<file path="config.mk">
export PLATFORM = sky130hd
export DESIGN_NAME = cosine_vector_similarity
export DESIGN_NICKNAME = d
export VERILOG_FILES = /design/src/cvs_pkg.sv /design/src/cvs_ctrl.sv /design/src/cvs_datapath.sv /design/src/cosine_vector_similarity.sv
export SDC_FILE = /design/constraint.sdc
export NUM_CORES = 2
export LEC_CHECK = 0
export BUFFER_PORTS_ARGS = -buffer_cell sky130_fd_sc_hd__buf_4
export CORE_UTILIZATION = 46
export CTS_CLUSTER_SIZE = 16
export DETAILED_ROUTE_END_ITERATION = 7
export SLEW_MARGIN = 10
export SYNTH_ARGS = -nofsm -noshare
export SYNTH_HDL_FRONTEND = slang
export SYNTH_HIERARCHICAL = 1
export SYNTH_SLANG_ARGS = --single-unit
</file>
<file path="constraint.sdc">
create_clock -name clk_i -period 22.6 [get_ports clk_i]
set_input_delay 4.52 -clock clk_i [delete_from_list [all_inputs] [get_ports clk_i]]
set_output_delay 4.52 -clock clk_i [all_outputs]
set_load 0.05 [all_outputs]
</file>
<file path="src/cvs_pkg.sv">
// ----------------------------------------------------------------------------
// Cosine similarity shared definitions
// Command and status groups between controller and datapath, plus fixed
// widths of the divide and square-root stages.
// ----------------------------------------------------------------------------
package cvs_pkg;

  // Quotient bits of the norm divide (ratio below 2^60 unless saturated)
  localparam int unsigned QW = 60;
  // Root bits produced by the square-root stage
  localparam int unsigned RW = 30;
  // Square-root partial remainder width
  localparam int unsigned SRW = RW + 2;

  // Plus one in Q1.30, as a magnitude
  localparam logic [30:0] ONE_Q30 = 31'h4000_0000;

  // Controller to datapath commands
  typedef struct packed {
    logic acc;         // add a non-final pair into the running sums
    logic cap;         // final pair: latch operands, clear sums, load norm product
    logic mul_step;    // one shift-add multiplier step
    logic ld_d;        // keep norm product, load dot magnitude square
    logic div_init;    // set up divide, flag saturation
    logic div_step;    // one restoring divide step
    logic cnt_clr;     // restart the step counter
    logic sqrt_step;   // one square-root digit
    logic out_load;    // write result into the output register
  } cvs_cmd_t;

  // Datapath to controller status
  typedef struct packed {
    logic mul_last;
    logic div_last;
    logic sqrt_last;
    logic div_sat;
    logic out_free;
  } cvs_sts_t;

endpackage

</file>
<file path="src/cvs_ctrl.sv">
// ----------------------------------------------------------------------------
// Cosine similarity controller
// Sequences accumulation, the two shift-add products, the divide, the square
// root and the result hand-off.
// ----------------------------------------------------------------------------
module cvs_ctrl (
  input  logic              clk_i,
  input  logic              rst_ni,
  input  logic              in_valid_i,
  input  logic              last_pair_i,
  input  cvs_pkg::cvs_sts_t sts_i,
  output logic              in_ready_o,
  output cvs_pkg::cvs_cmd_t cmd_o
);
  import cvs_pkg::*;

  typedef enum logic [7:0] {
    S_ACC  = 8'b0000_0001,
    S_MULP = 8'b0000_0010,
    S_LDD  = 8'b0000_0100,
    S_MULD = 8'b0000_1000,
    S_DIVC = 8'b0001_0000,
    S_DIV  = 8'b0010_0000,
    S_SQRT = 8'b0100_0000,
    S_OUT  = 8'b1000_0000
  } cvs_state_e;

  cvs_state_e state_q, state_d;

  // Next state and commands
  always_comb begin
    state_d    = state_q;
    cmd_o      = '0;
    in_ready_o = 1'b0;
    unique case (state_q)
      S_ACC: begin
        in_ready_o = 1'b1;
        if (in_valid_i) begin
          if (last_pair_i) begin
            cmd_o.cap = 1'b1;
            state_d   = S_MULP;
          end else begin
            cmd_o.acc = 1'b1;
          end
        end
      end
      S_MULP: begin
        cmd_o.mul_step = 1'b1;
        if (sts_i.mul_last) state_d = S_LDD;
      end
      S_LDD: begin
        cmd_o.ld_d = 1'b1;
        state_d    = S_MULD;
      end
      S_MULD: begin
        cmd_o.mul_step = 1'b1;
        if (sts_i.mul_last) state_d = S_DIVC;
      end
      S_DIVC: begin
        cmd_o.div_init = 1'b1;
        state_d        = sts_i.div_sat ? S_OUT : S_DIV;
      end
      S_DIV: begin
        cmd_o.div_step = 1'b1;
        if (sts_i.div_last) begin
          cmd_o.cnt_clr = 1'b1;
          state_d       = S_SQRT;
        end
      end
      S_SQRT: begin
        cmd_o.sqrt_step = 1'b1;
        if (sts_i.sqrt_last) state_d = S_OUT;
      end
      S_OUT: begin
        if (sts_i.out_free) begin
          cmd_o.out_load = 1'b1;
          state_d        = S_ACC;
        end
      end
      default: begin
        state_d = S_ACC;
      end
    endcase
  end

  // State register
  always_ff @(posedge clk_i or negedge rst_ni) begin
    if (!rst_ni) begin
      state_q <= S_ACC;
    end else begin
      state_q <= state_d;
    end
  end

endmodule

</file>
<file path="src/cvs_datapath.sv">
// ----------------------------------------------------------------------------
// Cosine similarity datapath
// Saturating sums, a shared shift-add multiplier, a restoring divider, a
// digit-by-digit square root and the output register.
// ----------------------------------------------------------------------------
module cvs_datapath #(
  parameter int unsigned MAX_DIM = 4096
) (
  input  logic                clk_i,
  input  logic                rst_ni,
  input  logic signed [15:0]  a_elem_i,
  input  logic signed [15:0]  b_elem_i,
  input  cvs_pkg::cvs_cmd_t   cmd_i,
  input  logic                out_ready_i,
  output cvs_pkg::cvs_sts_t   sts_o,
  output logic                out_valid_o,
  output logic signed [31:0]  similarity_o,
  output logic                zero_norm_o
);
  import cvs_pkg::*;

  // Norm sum width, dot sum width, square width
  localparam int unsigned NW      = $clog2(MAX_DIM) + 31;
  localparam int unsigned DW      = NW + 1;
  localparam int unsigned PW      = 2 * NW;
  localparam int unsigned CntMax  = (NW > QW) ? NW : QW;
  localparam int unsigned CntW    = $clog2(CntMax);
  localparam longint unsigned SumLimL = longint'(MAX_DIM) << 30;
  localparam logic [NW-1:0]       SumLim = SumLimL[NW-1:0];
  localparam logic signed [DW:0]  DotHi  = $signed({2'b00, SumLim});
  localparam logic signed [DW:0]  DotLo  = -DotHi;
  localparam logic [NW:0]         NormHi = {1'b0, SumLim};

  // Running sums
  logic signed [DW-1:0] dot_q;
  logic [NW-1:0]        na_q, nb_q;
  // Final operands and flags
  logic [NW-1:0]        mag_q;
  logic                 sign_q, zero_q, sat_q;
  // Multiplier
  logic [PW-1:0]        mcand_q, prod_q, p_q;
  logic [NW-1:0]        mplr_q;
  // Divider and square root
  logic [PW-1:0]        rem_q;
  logic [QW-1:0]        quo_q;
  logic [SRW-1:0]       srem_q;
  logic [RW-1:0]        root_q;
  logic [CntW-1:0]      cnt_q;
  // Output register
  logic                 out_valid_q;
  logic signed [31:0]   sim_q;
  logic                 zn_q;

  // Element products
  logic signed [31:0] ab, aa, bb;
  assign ab = a_elem_i * b_elem_i;
  assign aa = a_elem_i * a_elem_i;
  assign bb = b_elem_i * b_elem_i;

  // Saturating sum updates
  logic signed [DW:0]   dot_w;
  logic signed [DW-1:0] dot_n, dot_abs;
  logic [NW:0]          na_w, nb_w;
  logic [NW-1:0]        na_n, nb_n, mag_n;

  always_comb begin
    dot_w = $signed({{(DW + 1 - 32){ab[31]}}, ab}) + $signed({dot_q[DW-1], dot_q});
    if (dot_w > DotHi) begin
      dot_n = DotHi[DW-1:0];
    end else if (dot_w < DotLo) begin
      dot_n = DotLo[DW-1:0];
    end else begin
      dot_n = dot_w[DW-1:0];
    end
    na_w    = {1'b0, na_q} + {{(NW - 30){1'b0}}, aa[30:0]};
    nb_w    = {1'b0, nb_q} + {{(NW - 30){1'b0}}, bb[30:0]};
    na_n    = (na_w > NormHi) ? SumLim : na_w[NW-1:0];
    nb_n    = (nb_w > NormHi) ? SumLim : nb_w[NW-1:0];
    dot_abs = dot_n[DW-1] ? -dot_n : dot_n;
    mag_n   = dot_abs[NW-1:0];
  end

  // Divide step: shift remainder, subtract divisor when it fits
  logic [PW:0] div_t, div_s;
  logic        div_ge;
  assign div_t  = {rem_q, 1'b0};
  assign div_ge = div_t >= {1'b0, p_q};
  assign div_s  = div_t - {1'b0, p_q};

  // Square-root step: bring down two quotient bits, try 4*root+1
  logic [SRW+1:0] sq_t, sq_trial, sq_s;
  logic           sq_ge;
  assign sq_t     = {srem_q, quo_q[QW-1:QW-2]};
  assign sq_trial = {2'b00, root_q, 2'b01};
  assign sq_ge    = sq_t >= sq_trial;
  assign sq_s     = sq_t - sq_trial;

  // Result formatting
  logic [30:0] res_mag;
  logic [31:0] res_pos;
  logic [31:0] sim_n;
  always_comb begin
    res_mag = sat_q ? ONE_Q30 : {1'b0, root_q};
    res_pos = {1'b0, res_mag};
    if (zero_q) begin
      sim_n = '0;
    end else if (sign_q) begin
      sim_n = -res_pos;
    end else begin
      sim_n = res_pos;
    end
  end

  // Status
  always_comb begin
    sts_o           = '0;
    sts_o.mul_last  = (cnt_q == CntW'(NW - 1));
    sts_o.div_last  = (cnt_q == CntW'(QW - 1));
    sts_o.sqrt_last = (cnt_q == CntW'(RW - 1));
    sts_o.div_sat   = (prod_q >= p_q);
    sts_o.out_free  = !out_valid_q || out_ready_i;
  end

  // Sums, step counter and result valid
  always_ff @(posedge clk_i or negedge rst_ni) begin
    if (!rst_ni) begin
      dot_q       <= '0;
      na_q        <= '0;
      nb_q        <= '0;
      cnt_q       <= '0;
      out_valid_q <= 1'b0;
    end else begin
      if (cmd_i.cap) begin
        dot_q <= '0;
        na_q  <= '0;
        nb_q  <= '0;
      end else if (cmd_i.acc) begin
        dot_q <= dot_n;
        na_q  <= na_n;
        nb_q  <= nb_n;
      end
      if (cmd_i.cap || cmd_i.ld_d || cmd_i.div_init || cmd_i.cnt_clr) begin
        cnt_q <= '0;
      end else if (cmd_i.mul_step || cmd_i.div_step || cmd_i.sqrt_step) begin
        cnt_q <= cnt_q + 1'b1;
      end
      if (cmd_i.out_load) begin
        out_valid_q <= 1'b1;
      end else if (out_ready_i) begin
        out_valid_q <= 1'b0;
      end
    end
  end

  // Operands, multiplier, divider, root and output payload
  always_ff @(posedge clk_i) begin
    if (cmd_i.cap) begin
      mag_q   <= mag_n;
      sign_q  <= dot_n[DW-1];
      zero_q  <= (na_n == '0) || (nb_n == '0);
      mcand_q <= {{NW{1'b0}}, na_n};
      mplr_q  <= nb_n;
      prod_q  <= '0;
    end
    if (cmd_i.mul_step) begin
      if (mplr_q[0]) prod_q <= prod_q + mcand_q;
      mcand_q <= {mcand_q[PW-2:0], 1'b0};
      mplr_q  <= {1'b0, mplr_q[NW-1:1]};
    end
    if (cmd_i.ld_d) begin
      p_q     <= prod_q;
      mcand_q <= {{NW{1'b0}}, mag_q};
      mplr_q  <= mag_q;
      prod_q  <= '0;
    end
    if (cmd_i.div_init) begin
      sat_q  <= sts_o.div_sat;
      rem_q  <= prod_q;
      quo_q  <= '0;
      srem_q <= '0;
      root_q <= '0;
    end
    if (cmd_i.div_step) begin
      rem_q <= div_ge ? div_s[PW-1:0] : div_t[PW-1:0];
      quo_q <= {quo_q[QW-2:0], div_ge};
    end
    if (cmd_i.sqrt_step) begin
      srem_q <= sq_ge ? sq_s[SRW-1:0] : sq_t[SRW-1:0];
      root_q <= {root_q[RW-2:0], sq_ge};
      quo_q  <= {quo_q[QW-3:0], 2'b00};
    end
    if (cmd_i.out_load) begin
      sim_q <= sim_n;
      zn_q  <= zero_q;
    end
  end

  assign out_valid_o  = out_valid_q;
  assign similarity_o = sim_q;
  assign zero_norm_o  = zn_q;

endmodule

</file>
<file path="src/cosine_vector_similarity.sv">
// ----------------------------------------------------------------------------
// Cosine vector similarity
// Streams element pairs of two vectors and returns their cosine in Q1.30.
// ----------------------------------------------------------------------------
// One element pair is taken per cycle while sums accumulate. The request that
// carries the last flag starts the result computation, during which no pair is
// taken: two shift-add products of NW = clog2(MAX_DIM)+31 bits each, a
// 60-bit restoring divide and a 30-bit square root; a saturated or zero-norm
// result skips the divide and root. The multiplier, divider and square root
// are all bit-serial. A finished result waits in an output register, and
// accumulation of the next vectors starts as soon as it has been written
// there.
module cosine_vector_similarity #(
  parameter int unsigned MAX_DIM = 4096
) (
  input  logic               clk_i,
  input  logic               rst_ni,
  input  logic               in_valid_i,
  output logic               in_ready_o,
  input  logic signed [15:0] a_elem_i,
  input  logic signed [15:0] b_elem_i,
  input  logic               last_pair_i,
  output logic               out_valid_o,
  input  logic               out_ready_i,
  output logic signed [31:0] similarity_o,
  output logic               zero_norm_o
);
  import cvs_pkg::*;

  cvs_cmd_t cmd;
  cvs_sts_t sts;

  // Sequencing
  cvs_ctrl u_ctrl (
    .clk_i       (clk_i),
    .rst_ni      (rst_ni),
    .in_valid_i  (in_valid_i),
    .last_pair_i (last_pair_i),
    .sts_i       (sts),
    .in_ready_o  (in_ready_o),
    .cmd_o       (cmd)
  );

  // Arithmetic and result storage
  cvs_datapath #(
    .MAX_DIM (MAX_DIM)
  ) u_datapath (
    .clk_i        (clk_i),
    .rst_ni       (rst_ni),
    .a_elem_i     (a_elem_i),
    .b_elem_i     (b_elem_i),
    .cmd_i        (cmd),
    .out_ready_i  (out_ready_i),
    .sts_o        (sts),
    .out_valid_o  (out_valid_o),
    .similarity_o (similarity_o),
    .zero_norm_o  (zero_norm_o)
  );

  // Hold off input while a result is being computed
  assert property (@(posedge clk_i) disable iff (!rst_ni)
    (in_valid_i && in_ready_o && last_pair_i) |=> !in_ready_o)
    else $error("input taken right after a last pair");

  // Keep the result within plus or minus one
  assert property (@(posedge clk_i) disable iff (!rst_ni)
    out_valid_o |-> (similarity_o <= 32'sh4000_0000 && similarity_o >= -32'sh4000_0000))
    else $error("similarity out of range");

  // Drive zero similarity for a zero norm
  assert property (@(posedge clk_i) disable iff (!rst_ni)
    (out_valid_o && zero_norm_o) |-> (similarity_o == 32'sd0))
    else $error("zero norm with nonzero similarity");

endmodule

</file>
==> impl_metrics.csv <==
group,metric,value,unit
yosys,syn_area,78600,µm²
floorplan,io_pins,72,
yosys,yosysWarnings,6,
timing,worst_pin_slew,1240,ps
worst_setup_path,worstPathArrival,15780,ps
timing,finalCriticalPeriod,15200,ps
clock_tree,cts_root_buffer,"clkbuf_16",
clock_tree,postCtsSetupBuffers,0,
grt,grt_pass1_wl,346000,µm
routing,dr.pass1.iters,6,
place,gp_congestion,0.914,
yosys,ys_async_sr_fraction,19.8,%
routing,final_antenna_net_count,0,
min_path,holdPathStages,2,
clock_tree,numCtsBuffers,86,
timing,slew_viol_final,0,
yosys,syn_area_per_cell,9.17,µm²
timing,max_freq,65.8,MHz
grt,antenna_found_initial,7,
floorplan,core_area,169000,µm²
grt,grt_max_degree,87,
worst_setup_path,r2r_setup_slack,12900,ps
layout,post-route-util,49.6,%
floorplan,start_util,46.4,%
floorplan,dieWidth,415,µm
clock_tree,insertion_delay,730,ps
yosys,synthDominantCellAreaShare,20.5,%
yosys,synth_cells,8566,
yosys,synthFlopType,"edfxtp_1",
place,numPortBuffers,71,
grt,grt_pass1_vias,61300,
floorplan,die_y,415,µm
layout,fillers,15900,
worst_setup_path,start_kind,"input pin",
min_path,worst_hold_path_type,"register to register",
min_path,hold_path_end,"u_datapath/quo_q[0]",
clock_tree,clock_path_buffers,3,
clock_tree,h-tree-depth,3,
routing,wl_per_cell,20.5,µm
clock_tree,cts_tree,"yes",
worst_setup_path,timing.rr.start,"u_datapath/dot_q[9]",
floorplan,rows,151,
worst_setup_path,crit_path_max_fanout,34,
grt,grt_usage,25.2,%
routing,vias,61000,
worst_setup_path,cpPeakStageDelay,750,ps
timing,finalCritPeriodShare,67.3,%
timing,grt_setup_unrepaired,"false",
yosys,synth_edf_count,457,
run,maxCapViolCount,0,
worst_setup_path,worst-setup-path-type,"input pin to register",
floorplan,die_area,173000,µm²
clock_tree,ctsResizeCount,0,
timing,setup_viol,0,
clock_tree,cts_hold_buf,0,
yosys,yosys_register_bits,733,
layout,area_growth,6.86,%
worst_setup_path,cpMostUsedCell,"inv_1",
layout,final_cell_count_no_fill,10700,
routing,route.detailed.drc,0,
routing,viasPerCell,5.70,
min_path,min-delay-start,"u_datapath/quo_q[0]",
clock_tree,cts_sinks,733,
layout,final_nets,9910,
yosys,yosysTopAreaCell,"fa_1",
grt,grt_overflow,0,
routing,drt_iter0_markers,4783,
routing,drt_wl_total,219000,µm
timing,fin_tns_setup,0,ps
timing,slew_headroom,17.6,%
worst_setup_path,cp.required,23180,ps
yosys,ys_seq_area_share,25.4,%
place,dp.final_hpwl,168000,µm
worst_setup_path,rr_worst_depth,30,
timing,clock_skew,70.8,ps
place,placed_cells,10500,
run_status,status,"finished, final reports clean",
yosys,synth_fp_nets,10100,
worst_setup_path,rr_endpoint,"u_datapath/mag_q[36]",
yosys,synth_area_leaders,"fa_1 20%, edfxtp_1 17%, ha_1 11%, inv_1 5.9%, dfrtp_1 4.6%",
layout,layout-drive-gt1-share,4.25,%
yosys,synth_cell_types,96,
timing,hold_viol_final,0,
worst_setup_path,cp-end-kind,"register",
worst_setup_path,slowest_stage,"fa_1",
clock_tree,path_clk_slew,60,ps
## state kept, by name, indices dropped and copies added (netlist names), 44 cells and up
| signal | cells |
|---|---|
| u_datapath/mcand_q | 86 |
| u_datapath/quo_q | 60 |
| u_datapath/p_q | 86 |
| u_datapath/rem_q | 86 |
| u_datapath/prod_q | 86 |
| u_datapath/dot_q | 44 |
## through the flow
stage               setup WS, ps  cell area (µm²)  hold slack, ps
CTS                         7510            84000             475
finish                      7400            84000             481
floorplan                   8380            78600             424
global placement            6990            81000             471
detailed placement          6780            81000             479
global route                6660            84000             503
## cell usage in the layout, fill, tap and decap left out, types with 24 or more instances in the layout
| cell type | Yosys | layout |
|---|---|---|
| a211oi_1 | 49 | 49 |
| a21o_1 | 220 | 220 |
| a21oi_1 | 610 | 610 |
| a221o_1 | 40 | 40 |
| a22o_1 | 162 | 162 |
| a22oi_1 | 28 | 28 |
| a31oi_1 | 60 | 60 |
| and2_1 | 233 | 231 |
| and3_1 | 54 | 53 |
| buf_4 | 3 | 126 |
| clkbuf_16 | 0 | 88 |
| dfrtp_1 | 144 | 144 |
| dfxtp_1 | 131 | 131 |
| edfxtp_1 | 457 | 457 |
| fa_1 | 804 | 804 |
| ha_1 | 663 | 663 |
| inv_1 | 1231 | 1229 |
| mux2i_1 | 68 | 68 |
| nand2_1 | 737 | 736 |
| nand2b_1 | 95 | 95 |
| nand3_1 | 171 | 171 |
| nand4_1 | 96 | 96 |
| nor2_1 | 537 | 535 |
| nor2b_1 | 102 | 100 |
| nor3_1 | 112 | 108 |
| nor4_1 | 35 | 33 |
| o211ai_1 | 24 | 24 |
| o21a_1 | 61 | 61 |
| o21ai_0 | 361 | 361 |
| o21bai_1 | 50 | 50 |
| o31ai_1 | 51 | 50 |
| or2_2 | 29 | 29 |
| or3_1 | 47 | 46 |
| xnor2_1 | 262 | 262 |
| xor2_1 | 148 | 147 |
## how the worst max path moves through the flow
stage / from / end / slack, ps / depth (start not counted)
floorplan: b_elem_i[9] / u_datapath/mplr_q[22] / 8380 / 38
global route: a_elem_i[3] / u_datapath/mcand_q[1] / 6660 / 40
finish: a_elem_i[3] / u_datapath/mcand_q[34] / 7400 / 41
detailed placement: a_elem_i[3] / u_datapath/mcand_q[1] / 6780 / 40
global placement: b_elem_i[6] / u_datapath/mplr_q[0] / 6990 / 42
CTS: a_elem_i[3] / u_datapath/mcand_q[6] / 7510 / 40
## area by class of cell
cell class / count / area (µm²) / area share, %
Antenna cell: 4 / 10.0 / 0.0119
Clock buffer: 115 / 2400 / 2.86
Clock inverter: 47 / 554 / 0.660
Inverter: 1243 / 4670 / 5.56
Multi-Input combinational cell: 6215 / 52600 / 62.7
Sequential cell: 733 / 20000 / 23.8
Tap cell: 2218 / 2780 / 3.30
Timing Repair Buffer: 127 / 957 / 1.14
## cells in the mapped netlist, drive strengths merged, types with 96 or more instances
library cell / count
ha: 663
clkbuf: 337
fa: 804
nand2: 737
nand4: 96
nand3: 171
inv: 1233
dfrtp: 144
nor3: 112
nor2: 538
a22o: 162
a21oi: 611
a21o: 220
xor2: 148
o21ai: 377
edfxtp: 457
nor2b: 102
and2: 235
xnor2: 262
dfxtp: 131
## layer usage
metal,global-route usage (%),vias up,part of all wire [%]
met5,0,-,0.018
met4,8.20,4,3.3
met1,35.0,30300,45
met2,41.4,1672,47
met3,2.51,325,4.8
li1,-,28700,-
## worst max-delay path: cells and delay by family
kind / cells / cell delay (ps)
AO/OA/AOI/OAI: 20 / 4540
XOR/XNOR: 2 / 400
adder cells (fa/ha/maj): 8 / 3230
buffers and inverters: 7 / 1250
AND/OR/NAND/NOR: 4 / 1810
## cell families after synthesis
kind of cell / count (synthesis) / synth area share (%)
buffers and inverters: 1618 / 7.78
multiplexers: 77 / 0.995
adder cells (fa/ha/maj): 1467 / 31.0
XOR/XNOR: 410 / 4.57
AO/OA/AOI/OAI: 1930 / 16.0
flip-flops: 733 / 25.4
AND/OR/NAND/NOR: 2331 / 14.3
Power is not shown: default switching activity piles up to over one toggle a cycle in this logic, so the estimate is an artifact.
